===== config.mk =====
export PLATFORM = sky130hd
export DESIGN_NAME = gipp_front
export DESIGN_NICKNAME = d
export VERILOG_FILES = /design/src/sv/gipp_pkg.sv /design/src/sv/gipp_front.sv
export SDC_FILE = /design/constraint.sdc
export NUM_CORES = 1
export LEC_CHECK = 0
export BUFFER_PORTS_ARGS = -buffer_cell sky130_fd_sc_hd__clkbuf_2
export CAP_MARGIN = 20
export CORE_UTILIZATION = 40
export CTS_CLUSTER_SIZE = 28
export DETAILED_ROUTE_END_ITERATION = 7
export PLACE_DENSITY = 0.76
export RECOVER_POWER = 100
export SLEW_MARGIN = 20
export SYNTH_ARGS = -nofsm -noshare
export SYNTH_HDL_FRONTEND = slang
export SYNTH_SLANG_ARGS = --single-unit

===== constraint.sdc =====
create_clock -name clk -period 20 [get_ports clk]
set_input_delay 6 -clock clk [delete_from_list [all_inputs] [get_ports clk]]
set_output_delay 6 -clock clk [all_outputs]
set_load 0.01 [all_outputs]

===== src/sv/gipp_pkg.sv =====
// Shared types and constants for the GIF interlaced pixel placer.
// No dependencies; used by every module of the block.
`timescale 1ns / 1ps

package gipp_pkg;

    // Input command codes (s_tuser)
    localparam logic [1:0] CMD_PIXEL   = 2'd0;
    localparam logic [1:0] CMD_PAL_WR  = 2'd1;
    localparam logic [1:0] CMD_SOF     = 2'd2;

    // Configuration register indexes
    localparam logic [2:0] REG_SCREEN_WIDTH      = 3'd0;
    localparam logic [2:0] REG_FRAME_LEFT        = 3'd1;
    localparam logic [2:0] REG_FRAME_TOP         = 3'd2;
    localparam logic [2:0] REG_FRAME_WIDTH       = 3'd3;
    localparam logic [2:0] REG_FRAME_HEIGHT      = 3'd4;
    localparam logic [2:0] REG_INTERLACED        = 3'd5;
    localparam logic [2:0] REG_TRANSPARENCY_ON   = 3'd6;
    localparam logic [2:0] REG_TRANSPARENT_INDEX = 3'd7;

    // Interlace pass table
    localparam int         INTERLACE_PASSES = 4;
    localparam logic [1:0] LAST_PASS        = 2'd3;
    localparam logic [3:0] PASS_START [INTERLACE_PASSES] = '{4'd0, 4'd4, 4'd2, 4'd1};
    localparam logic [3:0] PASS_STEP  [INTERLACE_PASSES] = '{4'd8, 4'd8, 4'd4, 4'd2};

    // Front-to-back queue
    localparam int QUEUE_DEPTH = 4;
    localparam int QUEUE_AW    = 2;

    typedef struct packed {
        logic [15:0] screen_width;
        logic [15:0] frame_left;
        logic [15:0] frame_top;
        logic [15:0] frame_width;
        logic [15:0] frame_height;
        logic        interlaced;
        logic        transparency_on;
        logic [7:0]  transparent_index;
    } cfg_t;

    // One queued job: a palette write or a placed pixel
    typedef struct packed {
        logic        is_pal;
        logic        we;
        logic        done;
        logic [7:0]  idx;
        logic [23:0] rgb;      // {red, green, blue} for a palette write
        logic [17:0] row_sum;  // row + frame_top
        logic [15:0] col;
    } job_t;

endpackage


===== src/sv/gipp_front.sv =====
// Front end: accepts input items, tracks column/row/interlace pass, emits jobs.
// Depends on gipp_pkg.
`timescale 1ns / 1ps

module gipp_front
(
    input  logic            clk,
    input  logic            rst_n,
    input  gipp_pkg::cfg_t  cfg,
    input  logic            in_valid,
    output logic            in_ready,
    input  logic [1:0]      cmd,
    input  logic [7:0]      color_index,
    input  logic [23:0]     rgb,
    input  logic            q_full,
    output logic            q_push,
    output gipp_pkg::job_t  q_din
);

    logic [15:0] col_reg, col_next;
    logic [16:0] row_reg, row_next;
    logic [1:0]  pass_reg, pass_next;
    logic        fin_reg, fin_next;
    logic        accept;

    assign in_ready = !q_full;
    assign accept   = in_valid && in_ready;

    always_comb
    begin
        logic [15:0] col_inc;
        logic [16:0] r;
        logic [1:0]  p;
        logic [16:0] height17;
        col_inc   = col_reg + 16'd1;
        height17  = {1'b0, cfg.frame_height};
        r         = row_reg;
        p         = pass_reg;
        col_next  = col_reg;
        row_next  = row_reg;
        pass_next = pass_reg;
        fin_next  = fin_reg;
        if (accept)
        begin
            case (cmd)
                gipp_pkg::CMD_SOF:
                begin
                    col_next  = '0;
                    row_next  = '0;
                    pass_next = '0;
                    fin_next  = 1'b0;
                end
                gipp_pkg::CMD_PIXEL:
                begin
                    if (!fin_reg)
                    begin
                        col_next = col_inc;
                        if (col_inc >= cfg.frame_width)
                        begin
                            col_next = '0;
                            if (cfg.interlaced)
                            begin
                                r = row_reg + {13'd0, gipp_pkg::PASS_STEP[p]};
                                // skip passes that start past the bottom
                                for (int k = 0; k < gipp_pkg::INTERLACE_PASSES - 1; k++)
                                begin
                                    if (r >= height17 && p != gipp_pkg::LAST_PASS)
                                    begin
                                        p = p + 2'd1;
                                        r = {13'd0, gipp_pkg::PASS_START[p]};
                                    end
                                end
                            end
                            else
                            begin
                                r = row_reg + 17'd1;
                            end
                            row_next  = r;
                            pass_next = p;
                            if (r >= height17)
                                fin_next = 1'b1;
                        end
                    end
                end
                default: ;
            endcase
        end
    end

    always_comb
    begin
        q_push = accept && ((cmd == gipp_pkg::CMD_PIXEL && !fin_reg) ||
                            cmd == gipp_pkg::CMD_PAL_WR);
        q_din.is_pal  = (cmd == gipp_pkg::CMD_PAL_WR);
        q_din.we      = !(cfg.transparency_on && color_index == cfg.transparent_index);
        q_din.done    = fin_next;
        q_din.idx     = color_index;
        q_din.rgb     = rgb;
        q_din.row_sum = {1'b0, row_reg} + {2'b00, cfg.frame_top};
        q_din.col     = col_reg;
    end

    always_ff @(posedge clk or negedge rst_n)
    begin
        if (!rst_n)
        begin
            col_reg  <= '0;
            row_reg  <= '0;
            pass_reg <= '0;
            fin_reg  <= 1'b0;
        end
        else
        begin
            col_reg  <= col_next;
            row_reg  <= row_next;
            pass_reg <= pass_next;
            fin_reg  <= fin_next;
        end
    end

endmodule


# [After elaboration in Yosys (flattened, before gate mapping)]
# Cells that the tools add are included.
[word_totals] ff_bits=36 inputBits=128 out_inout_bits=71 word_cells=107
[classes] add_sub_neg=7 order_cmp=9 eq_ne=9 muxes=58 bitwise=4 reduce_logical=16
[op_table] op="2-to-1 mux 17 bit" count=20
[op_table] op=">= comparator 17 x 16 -> 1 bit" count=4
[op_table] op="case mux 17 bit (2 select lines)" count=1
[op_table] op="binary-select mux 4 bit (select 2 bit)" count=4
[op_table] op="2-to-1 mux 16 bit" count=2
[op_table] op="2-to-1 mux 2 bit" count=16
[op_table] op="2-to-1 mux 4 bit" count=8
[op_table] op="case mux 16 bit (2 select lines)" count=1
[op_table] op="adder 17 x 16 -> 18 bit" count=1
[op_table] op="adder 17 x 1 -> 17 bit (second input constant)" count=1
[op_table] op="adder 17 x 4 -> 17 bit" count=1
[op_table] op="adder 16 x 1 -> 16 bit (second input constant)" count=1
[op_table] op=">= comparator 16 bit" count=1
[op_table] op=">= comparator 3 bit (second input constant)" count=4
[op_table] op="!= test 2 bit (second input constant)" count=6
[op_table] op="NOT 2 -> 3 bit" count=4
[op_table] op="equality test 8 bit" count=1
[op_table] op="logical AND 1 bit" count=7
[op_table] op="adder 2 x 1 -> 2 bit (second input constant)" count=3
[op_table] op="AND reduction 5 bit" count=1
[op_table] op="2-to-1 mux 1 bit" count=4
[op_table] op="case mux 2 bit (2 select lines)" count=1
[op_table] op="AND reduction 4 bit" count=1
[op_table] op="zero test 1 bit" count=3
[op_table] op="7 further kinds" count=7

# [Logic depth before layout (Yosys ltp)]
[logic_depth] ltp_word=38 depth_mapped=48 mapped_depth_nobuf=43

# [Worst setup path before layout]
# OpenSTA, ideal clock, no wires.
[synth_path] kind="input to output" startpoint="input cfg[17] (netlist bit)" endpoint="output q_din[66] (netlist bit)" arrival_ns=13.155 required_ns=14.000 setup_slack_ns=0.845 stages=37 path_buffers=6 path_cell_list="inv_1 -> ha_1 -> and3_1 -> a221oi_1 -> o21ai_0 -> a31oi_1 -> a21oi_4 -> buf_2 -> clkbuf_1 -> nor2_1 -> ha_1 -> a21oi_1 -> nand2_1 -> a211o_1 -> a31oi_1 -> a41oi_1 -> or2_2 -> clkbuf_1 -> clkbuf_1 -> nor2_1 -> ha_1 -> and4_1 -> a2111oi_0 -> a21oi_1 -> a2111o_1 -> or3_4 -> buf_6 -> o22ai_4 -> ha_1 -> a21oi_1 -> nor2b_1 -> o21ai_0 -> o2111ai_1 -> o211ai_1 -> a31oi_1 -> o22a_1 -> buf_4"
[synth_via] elab_chain_len=33 word_cells_on_any_way=54 cone_classes="add/sub (2); order compare (4); eq/ne (2); mux (41); bitwise (2); reduce/logical (3)"
[synth_lines] item="from (decl)" line_no="gipp_front.sv:9" source="input gipp_pkg::cfg_t cfg,"
[synth_lines] item=">= comparator 17 x 16 -> 1 bit" line_no="gipp_front.sv:67" source="if (r >= height17 && p != gipp_pkg::LAST_PASS)"
[synth_lines] item="logical AND 1 bit" line_no="gipp_front.sv:67"
[synth_lines] item="2-to-1 mux 17 bit or 2-to-1 mux 2 bit (tied branches)" line_no="gipp_front.sv:67"
[synth_lines] item="2-to-1 mux 17 bit or 2-to-1 mux 2 bit (tied branches)" line_no="gipp_front.sv:61" source="if (cfg.interlaced)"
[synth_lines] item="2-to-1 mux 17 bit or 2-to-1 mux 2 bit (tied branches)" line_no="gipp_front.sv:58" source="if (col_inc >= cfg.frame_width)"
[synth_lines] item="2-to-1 mux 17 bit or 2-to-1 mux 2 bit (tied branches)" line_no="gipp_front.sv:55" source="if (!fin_reg)"
[synth_lines] item="2-to-1 mux 17 bit or 2-to-1 mux 2 bit (tied branches)" line_no="gipp_front.sv:45" source="case (cmd)"
[synth_lines] item="2-to-1 mux 17 bit or 2-to-1 mux 2 bit (tied branches)" line_no="gipp_front.sv:43" source="if (accept)"
[synth_lines] item="[17 not listed]"
[synth_lines] item="2-to-1 mux 17 bit" line_no="gipp_front.sv:45"
[synth_lines] item="2-to-1 mux 17 bit" line_no="gipp_front.sv:43"
[synth_lines] item=">= comparator 17 x 16 -> 1 bit (*)" line_no="gipp_front.sv:80" source="if (r >= height17)"
[synth_lines] item="2-to-1 mux 1 bit (*)" line_no="gipp_front.sv:80"
[synth_lines] item="2-to-1 mux 1 bit (*)" line_no="gipp_front.sv:58"
[synth_lines] item="2-to-1 mux 1 bit (*)" line_no="gipp_front.sv:55"
[synth_lines] item="case mux 1 bit (2 select lines) (*)" line_no="gipp_front.sv:45"
[synth_lines] item="2-to-1 mux 1 bit (*)" line_no="gipp_front.sv:43"
[synth_lines] item="to (decl)" line_no="gipp_front.sv:17" source="output gipp_pkg::job_t q_din"
# Every way passes the cells marked *; elsewhere a longest branch is shown, timed or not. The select of a mux whose other input is x is not followed.

==> qor.yml <==
placed_design:
  dpl_cell_area_um2: 6670
  portBuffers: 118
  hpwlAfterDp_mm: 13.00
  place_ws_ps: 376.0
  gp_congestion: 0.9068
synthesis:
  seq_area_frac_synth_pct: 14.52
  synth_nets: 1022
  synth_top_cell_by_area: "ha_1"
  syn_avg_cell_area_um2: 7.967
  yosys_warnings: 0
  syn-instance-count: 779
  yosysTopAreaCellShare_pct: 22.78
  ys_top_cells_by_count: "ha_1, inv_1, nor2_1"
  yosys_register_bits: 36
  synth_flop_cell: "dfrtp_1"
  yosysMostFrequentCell: "ha_1"
  synthTopCellsByArea: "ha_1, dfrtp_1, xnor2_1"
  synth_cell_types: 78
  synth_edf_count: 0
  synthArstFlopShare_pct: 100.0
  synth_area_um2: 6206
global_route:
  antenna_found_initial: 0
  grt_max_degree: 37
  grt_pass1_vias: 5549
  grt_pass1_wl_mm: 26.30
  groute.usage.overall_pct: 19.83
  overflow: 0
floorplanning:
  die-height_um: 126.6
  pin_count: 199
  fp.dieArea_um2: 16020
  start_util_pct: 40.97
  die_w_um: 126.6
  core_area_um2: 15150
  rows: 45
routing:
  wire_per_inst_um: 15.22
  dr.pass1.iters: 5
  via_per_inst: 5.630
  drt.antenna.violating_nets: 0
  totalWireLength_mm: 15.86
  drt_iter0_markers: 321
  drc: 0
  via_count: 5866
clock_tree:
  cts_num_sinks: 36
  cts_buffers: 5
  clock_latency_ps: 270
  hold_buffers: 0
  clk_pin_slew_ps: 50
  cts_tree: "yes"
  cts_buffer_depth: 2
  cts_root_buf: "clkbuf_16"
  cts_max_level: 2
critical_path:
  cp-start-kind: "primary input"
  critPathTopFamily: "compound AO/OA/AOI/OAI gates"
  slowest_delay_ps: 450
  cp_max_fo: 15
  cp.required_ps: 14000
  critical_path_class: "primary input to output pin"
  crit_path_end_kind: "output pin"
  critPathBufInv: 5
  cp.arrival_ps: 13480
  critPathSlowestCell: "or2_2"
timing:
  drv_slew: 37
  setup_slack_ps: 525.0
  worst_pin_slew_ps: 2017
  min_period_over_period_pct: 97.38
  finalSetupTns_ps: 0
  max_freq_mhz: 51.35
  rsz0062_at_grt: "false"
  clock-skew-final_ps: 3.607
  finalHoldViolations: 0
  slew-limit-headroom_pct: -34.49
  finalSetupViolCount: 0
  finalCriticalPeriod_ps: 19480
finish:
  area_growth_pct: 8.750
  final_nets: 1099
  stdcell_area_um2: 6749
  seq_area_um2: 900.9
  drive_gt1_share_pct: 13.35
  num_antenna_cells: 0
  multi_input_area_um2: 4618
  fillers: 1561
  largest_reg_flops: 17
power_and_ir_drop:
  ir_drop_mv: 0.02391
  pwr_density_cell_nw_per_um2: 29.26
  cellLeakagePower_uw: 0.003526
status:
  outcome: "complete, but fails checks"
  violations: "max-capacitance violations, max-slew violations"
worst_hold_path:
  hp-class: "register to register"
run:
  maxCapViolCount: 1
layer usage:
| metal | wire (um) | vias up | share of wire, % | track usage (%) |
|---|---|---|---|---|
| met5 | 0 | - | 0 | 0 |
| met4 | 233 | 0 | 1.5 | 4.819 |
| met3 | 979 | 17 | 6.2 | 2.573 |
| met2 | 7091 | 220 | 45 | 32.69 |
| met1 | 7549 | 2697 | 48 | 27.34 |
| li1 | - | 2932 | - | - |
cell usage in the layout (no fill, tap or decap), types with 4 or more instances in the layout:
cell type  count
o21a_1        11
a32oi_1        4
and3_1        15
nor2b_1       10
a22o_2         6
inv_1         71
o22ai_1       15
and4_1         4
nor3_1         9
a211o_1        4
a21o_1        14
nand2_1       58
a211oi_1       7
nor2_1        63
ha_1         113
xor2_1        29
o21ai_0       45
o211ai_1       4
dfrtp_1       36
nand4_1       13
o31ai_1        8
a31oi_1       12
clkbuf_2      71
o311ai_0       4
a21oi_1       33
xnor2_1       35
nand2b_1      10
clkbuf_16      5
nand3_1       23
clkbuf_1      50
path summary, 6_finish.rpt:
kind	from	to	slack, ps	cells past startpoint
min in group asynchronous	rst_n	col_reg[3]	6290	1
max	cfg[17]	q_din[66]	520	37
max reg2reg	pass_reg[0]	fin_reg	9780	43
min	col_reg[15]	col_reg[15]	550	2
min reg2reg	col_reg[15]	col_reg[15]	550	2
max in group asynchronous	rst_n	col_reg[13]	12540	1
report_power, final:
| part | switching, uW | leakage [uW] | internal, uW | total, uW |
|---|---|---|---|---|
| Clock | 26.4 | 0.0000616 | 44.0 | 70.3 |
| Combinational | 31.0 | 0.00296 | 21.1 | 52.1 |
| Sequential | 1.39 | 0.000502 | 73.6 | 75.0 |
| Total | 58.8 | 0.00353 | 139 | 197 |
tightest hold or removal path, stage by stage (launching register included):
cell and delay [ps]:
dfrtp_1 390, nand2_1 70, o31ai_1 60
cell type report:
| class | count | share of cell area, % |
|---|---|---|
| timing repair buffer | 125 | 8.676 |
| inverter | 72 | 4.208 |
| clock buffer | 5 | 1.854 |
| multi-input combinational | 616 | 68.43 |
| sequential | 36 | 13.35 |
| tap | 188 | 3.485 |
logic make-up (layout without fill, tap and decap cells):
family | after synthesis | in the layout | share of synthesized area [%]
and+or+nand+nor | 228 | 228 | 18.02
buffers and inverters | 128 | 202 | 11.13
xor gates and xnor gates | 64 | 64 | 9.032
DFF | 36 | 36 | 14.52
adders and majority gates | 115 | 115 | 23.43
muxes | 2 | 2 | 0.3427
AOI/OAI and AO/OA | 206 | 207 | 23.53
what timing repair did:
| item | 4_1_cts | 5_1_grt |
|---|---|---|
| resized for setup | 0 | 6 |
| buffers inserted | 0 | 1 |
| setup endpoints to repair | 0 | 1 |
| endpoints found under the hold margin | 0 | 0 |
per-stage QoR:
| stage | instances | hold slack (ps) | power (uW) | util [%] |
|---|---|---|---|---|
| finish | 1042 | 551.7 | 197.5 | 44.56 |
| global route | 1042 | 587.4 | 209.5 | 44.56 |
| CTS | 1040 | 543.0 | 200.6 | 44.87 |
| detailed placement | 1035 | 527.6 | 129.5 | 44.04 |
| global placement | 1035 | 513.2 | 128.3 | 44.04 |
| floorplan | 779 | 487.9 | 114.9 | - |
Power figures use the tool's default switching activity.
