`config.mk`:
```
export PLATFORM = sky130hd
export DESIGN_NAME = gipp_fifo
export DESIGN_NICKNAME = d
export VERILOG_FILES = /design/src/sv/gipp_pkg.sv /design/src/sv/gipp_fifo.sv
export SDC_FILE = /design/constraint.sdc
export NUM_CORES = 1
export LEC_CHECK = 0
export ABC_AREA = 1
export BUFFER_PORTS_ARGS = -buffer_cell sky130_fd_sc_hd__buf_2
export CORE_ASPECT_RATIO = 1.5
export CORE_MARGIN = 10
export CORE_UTILIZATION = 38
export CTS_BUF_LIST = sky130_fd_sc_hd__clkbuf_4
export CTS_CLUSTER_DIAMETER = 150
export DETAILED_ROUTE_END_ITERATION = 10
export SLEW_MARGIN = 5
export SYNTH_ARGS = -nofsm -noshare
export SYNTH_HDL_FRONTEND = slang
export SYNTH_SLANG_ARGS = --single-unit
```
`constraint.sdc`:
```
create_clock -name clk -period 5.5 [get_ports clk]
set_input_delay 0.825 -clock clk [delete_from_list [all_inputs] [get_ports clk]]
set_output_delay 0.825 -clock clk [all_outputs]
set_load 0.02 [all_outputs]
```
`src/sv/gipp_pkg.sv`:
```
// Shared types and constants for the GIF interlaced pixel placer.
// No dependencies; used by every module of the block.
`timescale 1ns / 1ps

package gipp_pkg;

    // Input command codes (s_tuser)
    localparam logic [1:0] CMD_PIXEL   = 2'd0;
    localparam logic [1:0] CMD_PAL_WR  = 2'd1;
    localparam logic [1:0] CMD_SOF     = 2'd2;

    // Configuration register indexes
    localparam logic [2:0] REG_SCREEN_WIDTH      = 3'd0;
    localparam logic [2:0] REG_FRAME_LEFT        = 3'd1;
    localparam logic [2:0] REG_FRAME_TOP         = 3'd2;
    localparam logic [2:0] REG_FRAME_WIDTH       = 3'd3;
    localparam logic [2:0] REG_FRAME_HEIGHT      = 3'd4;
    localparam logic [2:0] REG_INTERLACED        = 3'd5;
    localparam logic [2:0] REG_TRANSPARENCY_ON   = 3'd6;
    localparam logic [2:0] REG_TRANSPARENT_INDEX = 3'd7;

    // Interlace pass table
    localparam int         INTERLACE_PASSES = 4;
    localparam logic [1:0] LAST_PASS        = 2'd3;
    localparam logic [3:0] PASS_START [INTERLACE_PASSES] = '{4'd0, 4'd4, 4'd2, 4'd1};
    localparam logic [3:0] PASS_STEP  [INTERLACE_PASSES] = '{4'd8, 4'd8, 4'd4, 4'd2};

    // Front-to-back queue
    localparam int QUEUE_DEPTH = 4;
    localparam int QUEUE_AW    = 2;

    typedef struct packed {
        logic [15:0] screen_width;
        logic [15:0] frame_left;
        logic [15:0] frame_top;
        logic [15:0] frame_width;
        logic [15:0] frame_height;
        logic        interlaced;
        logic        transparency_on;
        logic [7:0]  transparent_index;
    } cfg_t;

    // One queued job: a palette write or a placed pixel
    typedef struct packed {
        logic        is_pal;
        logic        we;
        logic        done;
        logic [7:0]  idx;
        logic [23:0] rgb;      // {red, green, blue} for a palette write
        logic [17:0] row_sum;  // row + frame_top
        logic [15:0] col;
    } job_t;

endpackage

```
`src/sv/gipp_fifo.sv`:
```
// Short job queue between front and back ends.
// Depends on gipp_pkg.
`timescale 1ns / 1ps

module gipp_fifo
(
    input  logic            clk,
    input  logic            rst_n,
    input  logic            push,
    input  gipp_pkg::job_t  din,
    output logic            full,
    input  logic            pop,
    output gipp_pkg::job_t  dout,
    output logic            empty
);

    gipp_pkg::job_t                      slot_reg [gipp_pkg::QUEUE_DEPTH];
    logic [gipp_pkg::QUEUE_AW-1:0]       wr_ptr_reg, rd_ptr_reg;
    logic [gipp_pkg::QUEUE_AW:0]         count_reg, count_next;

    assign full  = (count_reg == (gipp_pkg::QUEUE_AW + 1)'(gipp_pkg::QUEUE_DEPTH));
    assign empty = (count_reg == '0);
    assign dout  = slot_reg[rd_ptr_reg];

    always_comb
    begin
        count_next = count_reg;
        if (push && !pop)
            count_next = count_reg + 1'b1;
        else if (pop && !push)
            count_next = count_reg - 1'b1;
    end

    always_ff @(posedge clk)
    begin
        if (push)
            slot_reg[wr_ptr_reg] <= din;
    end

    always_ff @(posedge clk or negedge rst_n)
    begin
        if (!rst_n)
        begin
            wr_ptr_reg <= '0;
            rd_ptr_reg <= '0;
            count_reg  <= '0;
        end
        else
        begin
            if (push)
                wr_ptr_reg <= wr_ptr_reg + 1'b1;
            if (pop)
                rd_ptr_reg <= rd_ptr_reg + 1'b1;
            count_reg <= count_next;
        end
    end

endmodule

```
Word level (Yosys, flattened, before mapping)

Memory sizes are Yosys's and may differ from the RTL's.
Cells that the tools add are included.

Add/subtract/negate cells: 4
Equal/unequal tests: 1
Multiplexer cells: 4
Reductions and logical operators: 6

Operators by type and width:

| kind                                                               | count |
|---|---|
| 3-bit two-way mux                                                  | 2 |
| 2-bit by 1-bit adder with 2-bit output, second input constant      | 2 |
| 3-bit by 1-bit adder with 3-bit output, second input constant      | 1 |
| 3-bit == test, second input constant                               | 1 |
| 3-bit zero test                                                    | 1 |
| 3-bit by 1-bit subtractor with 3-bit output, second input constant | 1 |
| 1-bit logical AND                                                  | 2 |
| 1-bit zero test                                                    | 2 |
| 1-bit two-way mux                                                  | 2 |
| 2-bit nonzero test                                                 | 1 |

Bits in registers: 7
RAM bits: 276
Input bits: 73
Output and inout bits: 71
Logic and storage cells: 19
Memories: 1

Memories:

| memory   | depth | bits a word | read ports | clocked after Yosys merged registers in | wr ports | RTL line        | source |
|---|---|---|---|---|---|---|---|
| slot_reg | 4     | 69          | 1          | 0                                       | 1        | gipp_fifo.sv:17 | `gipp_pkg::job_t slot_reg [gipp_pkg::QUEUE_DEPTH];` |

Depth between registers and ports, before layout

Gate-level depths: netlist of run 1.

Word-level depth: 4
Mapped depth: 9
Depth with buffers taken out: 9

Worst setup path after synthesis of run 1

Ideal clock, no wire load.

Path type: input-to-reg
From: input push
To: memory slot_reg[0][0] in the netlist's numbering (enable)
Library setup time: 0.423 ns
Arrival: 2.461 ns
Required time: 5.077 ns
Setup slack: 2.616 ns
Stages: 3
Buffers on the path: 1
Cells stage by stage: clkbuf_1 > nand2_1 > inv_1

Word-level cells in the longest chain between the ends: 2

RTL lines:

| item                                    | RTL line        | source |
|---|---|---|
| from (decl)                             | gipp_fifo.sv:9  | `input logic push,` |
| 1-bit two-way mux                       | gipp_fifo.sv:36 | `if (push)` |
| 1-bit two-way mux (implied by the code) | gipp_fifo.sv:37 | `slot_reg[wr_ptr_reg] <= din;` |
| to (decl)                               | gipp_fifo.sv:17 |  |

No other way between the ends.

==> impl_metrics.xml, run 1 <==
<?xml version="1.0" encoding="UTF-8"?>
<metrics>
  <group name="final_layout">
    <metric name="drive_above_1_share" unit="">0.322</metric>
    <metric name="final_cells" unit="">1495</metric>
    <metric name="nets" unit="">1113</metric>
    <metric name="final_util" unit="">0.441</metric>
    <metric name="flow.area_growth_from_synthesis" unit="%">15.1</metric>
    <metric name="largest_reg_flops" unit="">276</metric>
  </group>
  <group name="yosys">
    <metric name="synth_edf_count" unit="">276</metric>
    <metric name="synth_largest_area_cell" unit="">edfxtp_1</metric>
    <metric name="synth-async-reset-ratio" unit="">0.0247</metric>
    <metric name="yosys-top-cells-area" unit="">edfxtp_1, o211ai_2, nand2_1</metric>
    <metric name="synth.yosys.seq_area_share" unit="">0.714</metric>
    <metric name="yosysWarningCount" unit="">0</metric>
    <metric name="synth.cells.most_frequent" unit="">edfxtp_1, nand2_1, inv_1, o211ai_2, o211ai_1</metric>
    <metric name="synth.top_cell.area_share" unit="">0.699</metric>
    <metric name="ys_ff_latch" unit="">283</metric>
    <metric name="synthCells" unit="">853</metric>
    <metric name="main_synth_ff_type" unit="">edfxtp_1</metric>
    <metric name="mappedNetlistArea" unit="µm²">11900</metric>
    <metric name="synthesis.nets" unit="">932</metric>
    <metric name="synthMostInstantiatedCell" unit="">edfxtp_1</metric>
    <metric name="synthDistinctLibCells" unit="">21</metric>
    <metric name="syn-mean-instance-area" unit="µm²">13.9</metric>
  </group>
  <group name="setup_path">
    <metric name="timing_worst_setup_path_type" unit="">reg2out</metric>
    <metric name="crit_fanout" unit="">39</metric>
    <metric name="cp_data_arrival_time" unit="ns">3.43</metric>
    <metric name="required" unit="ns">4.68</metric>
    <metric name="worstSetupEndpointType" unit="">primary output</metric>
    <metric name="critical_path.startpoint_type" unit="">register</metric>
  </group>
  <group name="cts">
    <metric name="htree_num_levels" unit="">3</metric>
    <metric name="tritoncts.num_buffers" unit="">71</metric>
    <metric name="cts_buffer_depth" unit="">3</metric>
    <metric name="post-cts-setup-buffers" unit="">0</metric>
    <metric name="worst_skew_pair.late_latency" unit="ns">0.72</metric>
    <metric name="cts.hold.buffers_added" unit="">1</metric>
    <metric name="post_cts_resized" unit="">0</metric>
    <metric name="clk_pin_slew_worst_paths" unit="ns">0.07</metric>
    <metric name="tritoncts_num_sinks" unit="">283</metric>
    <metric name="clockRootBuffer" unit="">clkbuf_4</metric>
    <metric name="cts_tree" unit="">yes</metric>
  </group>
  <group name="floorplanning">
    <metric name="num_rows" unit="">79</metric>
    <metric name="die_width" unit="µm">164</metric>
    <metric name="num_io_pins" unit="">144</metric>
    <metric name="initial_utilization" unit="">0.383</metric>
    <metric name="die_h" unit="µm">236</metric>
    <metric name="fp.dieArea" unit="µm²">38800</metric>
    <metric name="fp.coreArea" unit="µm²">30900</metric>
  </group>
  <group name="place">
    <metric name="gpl.final_weighted_congestion" unit="">0.732</metric>
    <metric name="placed_cells_incl_taps" unit="">1365</metric>
    <metric name="place_hpwl" unit="µm">14800</metric>
    <metric name="port_buffers" unit="">143</metric>
  </group>
  <group name="routing">
    <metric name="drt-pass1-iter-count" unit="">6</metric>
    <metric name="drc" unit="">0</metric>
    <metric name="via_per_inst" unit="">4.67</metric>
    <metric name="num_vias" unit="">6986</metric>
    <metric name="drt_first_iter_violations" unit="">284</metric>
    <metric name="routed_wl" unit="µm">25500</metric>
    <metric name="post_drt_wl_per_cell" unit="µm">17.0</metric>
    <metric name="number_of_nets_still_failing_antenna_checks_after_routing" unit="">0</metric>
  </group>
  <group name="sta">
    <metric name="period_needed" unit="ns">4.26</metric>
    <metric name="slew_violations" unit="">0</metric>
    <metric name="hold_ws" unit="ns">0.317</metric>
    <metric name="skew" unit="ns">0.0253</metric>
    <metric name="final.period_utilization" unit="">0.774</metric>
    <metric name="rsz0062_at_grt" unit="">no</metric>
    <metric name="setup_total_negative_slack" unit="ns">0</metric>
    <metric name="slew-limit-headroom" unit="">0.281</metric>
    <metric name="maximum_clock_frequency" unit="GHz">0.235</metric>
    <metric name="worstMarginPinSlew" unit="ns">1.08</metric>
    <metric name="count_of_endpoints_failing_hold_in_the_final_timing_report" unit="">0</metric>
    <metric name="setup_viol" unit="">0</metric>
  </group>
  <group name="status">
    <metric name="outcome" unit="">completed</metric>
  </group>
  <group name="grt">
    <metric name="global_route_wire_length_before_repair" unit="µm">39000</metric>
    <metric name="initial_antenna_violation_count" unit="">9</metric>
    <metric name="gr-usage-all-layers" unit="">0.131</metric>
    <metric name="number_of_global_route_vias_before_repair" unit="">7204</metric>
    <metric name="grt_start_max_net_pins" unit="">86</metric>
    <metric name="overflow" unit="">0</metric>
  </group>
  <group name="power_and_ir_drop">
    <metric name="peakVddDrop" unit="V">0.000296</metric>
    <metric name="overall_power_consumption" unit="W">0.00752</metric>
    <metric name="leakage_power" unit="nW">5.59</metric>
    <metric name="power_density" unit="nW/µm²">551</metric>
  </group>
  <group name="hold_path">
    <metric name="hold_path_class" unit="">in2reg</metric>
  </group>
  <group name="flow_run">
    <metric name="maxCapViolations" unit="">0</metric>
  </group>
</metrics>
[layer usage]
metal / part of all wire / vias up / track usage
met5: 0.0016 / - / 0
li1: - / 3379 / -
met3: 0.065 / 63 / 0.0455
met1: 0.38 / 3352 / 0.131
met2: 0.52 / 184 / 0.230
met4: 0.034 / 8 / 0.0698
[layout by cell type (no fill, tap or decap)]
cell and instances:
edfxtp_1 276, dfrtp_4 2, clkbuf_4 103, xnor2_1 1, nand2_1 220, clkinv_1 16, buf_4 10, o21ai_1 1
dfrtp_1 5, diode_2 5, buf_12 1, o211ai_1 58, o211ai_2 80, ha_1 5, dlygate4sd3_1 1, xor2_1 3
fa_1 1, buf_2 143, nand3_1 1, clkinv_2 7, inv_2 3, nor3_1 2, inv_1 145, nand4_1 1
[stage by stage]
stage,worst slack (ns),cell area [µm²]
finish,1.24,13600
global route,0.946,13600
CTS,1.05,13600
detailed placement,1.89,12800
global placement,1.90,12800
floorplan,2.62,11900
[kinds of logic after synthesis]
family	synth area share
XOR/XNOR	0.00296
buffers and inverters	0.0832
AO/OA/AOI/OAI	0.122
AND/OR/NAND/NOR	0.0715
adder cells (fa/ha/maj)	0.00697
flip-flops	0.714
[area by class of cell]
class | instances | area, µm²
diodes | 5 | 12.5
clock buffers | 103 | 773
clock inverters | 21 | 81.3
fillers | 2878 | 17300
inverters | 150 | 569
multi-input cells | 373 | 2410
flip-flops and latches | 283 | 8470
well taps | 405 | 507
repair buffers | 155 | 821
[final timing paths]
path	startpoint	to	slack, ns	cells after the start
min in group asynchronous	rst_n	rd_ptr_reg[0]$_DFFE_PN0P_	0.47	2
worst min-delay path	pop	rd_ptr_reg[0]$_DFFE_PN0P_	0.32	2
worst min register to register	count_reg[2]$_DFFE_PN0P_	count_reg[2]$_DFFE_PN0P_	0.50	2
worst max register to register	rd_ptr_reg[1]$_DFFE_PN0P_	rd_ptr_reg[1]$_DFFE_PN0P_	2.86	3
max in group asynchronous	rst_n	rd_ptr_reg[1]$_DFFE_PN0P_	4.83	2
worst max-delay path	rd_ptr_reg[1]$_DFFE_PN0P_	dout[58]	1.24	5
[worst max-delay path, stage by stage, from the launching register on]
cell and delay (ns):
dfrtp_4 0.89, clkinv_2 0.77, buf_4 0.57, o211ai_2 0.14, nand2_1 0.13, buf_2 0.18
[report_power, final]
| group | leakage (nW) | internal (W) | switching [W] |
|---|---|---|---|
| clock network | 0.520 | 0.000859 | 0.000808 |
| logic | 2.46 | 0.000855 | 0.00186 |
| registers | 2.62 | 0.00283 | 0.000303 |
| total | 5.59 | 0.00454 | 0.00298 |
(Power assumes the default switching activity.)
==> run 2, diff against run 1 <==
Clock period 5.5 ns to 3.5 ns, I/O delays scaled along.
==> run 2 against run 1 <==
Non-clock buffer count rose by 28. Clock-buffer cell count rose by 1. Register-to-register slack got worse by 1.3 ns. Critical path type unchanged. Sequential power rose by 48%.
==> impl_metrics.xml, run 2 (synthesis gave the netlist of run 1 again) <==
<?xml version="1.0" encoding="UTF-8"?>
<metrics>
  <group name="final_layout">
    <metric name="drive_above_1_share" unit="">0.319</metric>
    <metric name="fill_cells" unit="">2813</metric>
    <metric name="mostFrequentLayoutCells" unit="">edfxtp_1, nand2_1, inv_1, buf_2, clkbuf_4</metric>
    <metric name="layout_commonest_cell" unit="">edfxtp_1</metric>
    <metric name="final_util" unit="">0.453</metric>
    <metric name="largest_reg_flops" unit="">276</metric>
    <metric name="nets" unit="">1138</metric>
    <metric name="final_cells" unit="">1514</metric>
    <metric name="flow.area_growth_from_synthesis" unit="%">18.2</metric>
  </group>
  <group name="grt">
    <metric name="overflow" unit="">0</metric>
    <metric name="initial_antenna_violation_count" unit="">3</metric>
    <metric name="grt_start_max_net_pins" unit="">129</metric>
    <metric name="number_of_global_route_vias_before_repair" unit="">7392</metric>
    <metric name="global_route_wire_length_before_repair" unit="µm">40000</metric>
    <metric name="gr-usage-all-layers" unit="">0.133</metric>
  </group>
  <group name="place">
    <metric name="place_hpwl" unit="µm">16200</metric>
    <metric name="placed_cells_incl_taps" unit="">1370</metric>
    <metric name="place_worst_setup_slack" unit="ns">0.870</metric>
    <metric name="gpl.final_weighted_congestion" unit="">0.747</metric>
    <metric name="port_buffers" unit="">143</metric>
  </group>
  <group name="cts">
    <metric name="cts.hold.buffers_added" unit="">24</metric>
    <metric name="clockRootBuffer" unit="">clkbuf_4</metric>
    <metric name="clk_pin_slew_worst_paths" unit="ns">0.06</metric>
    <metric name="worst_skew_pair.late_latency" unit="ns">0.67</metric>
    <metric name="cts_tree" unit="">yes</metric>
    <metric name="cts_buffer_depth" unit="">3</metric>
    <metric name="tritoncts_num_sinks" unit="">283</metric>
    <metric name="htree_num_levels" unit="">3</metric>
    <metric name="post_cts_resized" unit="">0</metric>
    <metric name="post-cts-setup-buffers" unit="">0</metric>
    <metric name="tritoncts.num_buffers" unit="">68</metric>
  </group>
  <group name="flow_run">
    <metric name="maxCapViolations" unit="">0</metric>
  </group>
  <group name="sta">
    <metric name="final.period_utilization" unit="">0.925</metric>
    <metric name="rsz0062_at_grt" unit="">no</metric>
    <metric name="skew" unit="ns">0.0241</metric>
    <metric name="slew-limit-headroom" unit="">0.495</metric>
    <metric name="post-route-worst-setup-slack" unit="ns">0.262</metric>
    <metric name="count_of_endpoints_failing_hold_in_the_final_timing_report" unit="">0</metric>
    <metric name="period_needed" unit="ns">3.24</metric>
    <metric name="slew_violations" unit="">0</metric>
    <metric name="setup_viol" unit="">0</metric>
    <metric name="setup_total_negative_slack" unit="ns">0</metric>
    <metric name="maximum_clock_frequency" unit="GHz">0.309</metric>
    <metric name="worstMarginPinSlew" unit="ns">0.757</metric>
  </group>
  <group name="floorplanning">
    <metric name="initial_utilization" unit="">0.383</metric>
    <metric name="num_io_pins" unit="">144</metric>
    <metric name="fp.dieArea" unit="µm²">38800</metric>
    <metric name="die_h" unit="µm">236</metric>
    <metric name="fp.coreArea" unit="µm²">30900</metric>
    <metric name="die_width" unit="µm">164</metric>
    <metric name="num_rows" unit="">79</metric>
  </group>
  <group name="power_and_ir_drop">
    <metric name="peakVddDrop" unit="V">0.000611</metric>
    <metric name="power_density" unit="nW/µm²">861</metric>
    <metric name="leakage_power" unit="nW">5.75</metric>
  </group>
  <group name="setup_path">
    <metric name="timing_worst_setup_path_type" unit="">reg2out</metric>
    <metric name="critical_path.startpoint_type" unit="">register</metric>
    <metric name="cp_data_arrival_time" unit="ns">2.71</metric>
    <metric name="crit_fanout" unit="">43</metric>
    <metric name="worstSetupEndpointType" unit="">primary output</metric>
    <metric name="required" unit="ns">2.97</metric>
  </group>
  <group name="routing">
    <metric name="via_per_inst" unit="">4.59</metric>
    <metric name="num_vias" unit="">6946</metric>
    <metric name="drt_first_iter_violations" unit="">327</metric>
    <metric name="post_drt_wl_per_cell" unit="µm">16.8</metric>
    <metric name="routed_wl" unit="µm">25400</metric>
    <metric name="drc" unit="">0</metric>
    <metric name="number_of_nets_still_failing_antenna_checks_after_routing" unit="">0</metric>
    <metric name="drt-pass1-iter-count" unit="">4</metric>
  </group>
  <group name="hold_path">
    <metric name="hold_path_class" unit="">in2reg</metric>
  </group>
  <group name="status">
    <metric name="outcome" unit="">completed</metric>
  </group>
</metrics>
[run 2: cell count changes in the layout (fill, tap and decap cells not counted)]
cell	previous run	this run
inv_2	3	0
buf_4	10	11
clkbuf_4	103	104
dlygate4sd3_1	1	24
buf_12	1	5
clkinv_1	16	11
clkinv_2	7	6
bufinv_16	0	3
diode_2	5	1
[run 2: worst max-delay path, stage by stage (launching register included)]
cell,delay (ns)
dfrtp_4,0.41
buf_4,0.61
buf_4,0.56
o211ai_2,0.15
nand2_1,0.13
buf_2,0.18
[run 2: per-layer routing]
| metal | part of all wire | wire [µm] | track usage |
|---|---|---|---|
| met3 | 0.057 | 1450 | 0.0406 |
| met1 | 0.38 | 9770 | 0.144 |
| met2 | 0.54 | 13700 | 0.232 |
| met5 | 0.00083 | 21 | 0 |
| met4 | 0.017 | 437 | 0.0557 |
[run 2: worst paths after layout]
check,cells past startpoint,from,slack (ns),to
setup / recovery,5,rd_ptr_reg[1]$_DFFE_PN0P_,0.26,dout[43]
hold / removal,1,din[22],0.09,slot_reg[3][22]$_DFFE_PP_
setup reg to reg,5,wr_ptr_reg[0]$_DFFE_PN0P_,1.53,slot_reg[2][41]$_DFFE_PP_
hold reg to reg,1,wr_ptr_reg[0]$_DFFE_PN0P_,0.52,wr_ptr_reg[0]$_DFFE_PN0P_
max in group asynchronous,2,rst_n,3.05,rd_ptr_reg[1]$_DFFE_PN0P_
min in group asynchronous,2,rst_n,0.24,count_reg[2]$_DFFE_PN0P_
[run 2: area by class of cell]
class	count	area [µm²]	area share
diodes	1	2.50	0.000179
clock buffers	104	781	0.0557
clock inverters	15	136	0.00973
inverters	150	569	0.0406
multi-input cells	373	2410	0.172
flip-flops and latches	283	8470	0.605
well taps	405	507	0.0362
repair buffers	183	1140	0.0813
[run 2: per-stage QoR]
step | hold WS [ns] | power, W | area [µm²]
2_1_floorplan | 0.229 | 0.00818 | 11900
3_3_place_gp | 0.377 | 0.00945 | 12900
3_5_place_dp | 0.382 | 0.00949 | 12900
4_1_cts | 0.00176 | 0.0124 | 14000
5_1_grt | 0.0144 | 0.0129 | 14000
6_report | 0.0866 | 0.0121 | 14000
[run 2: power by group]
part	switching, W	internal [W]	total [W]	leakage, nW
registers	0.000192	0.00444	0.00463	2.62
clock network	0.00122	0.00157	0.00279	0.542
logic	0.00322	0.00143	0.00464	2.59
total	0.00463	0.00744	0.0121	5.75
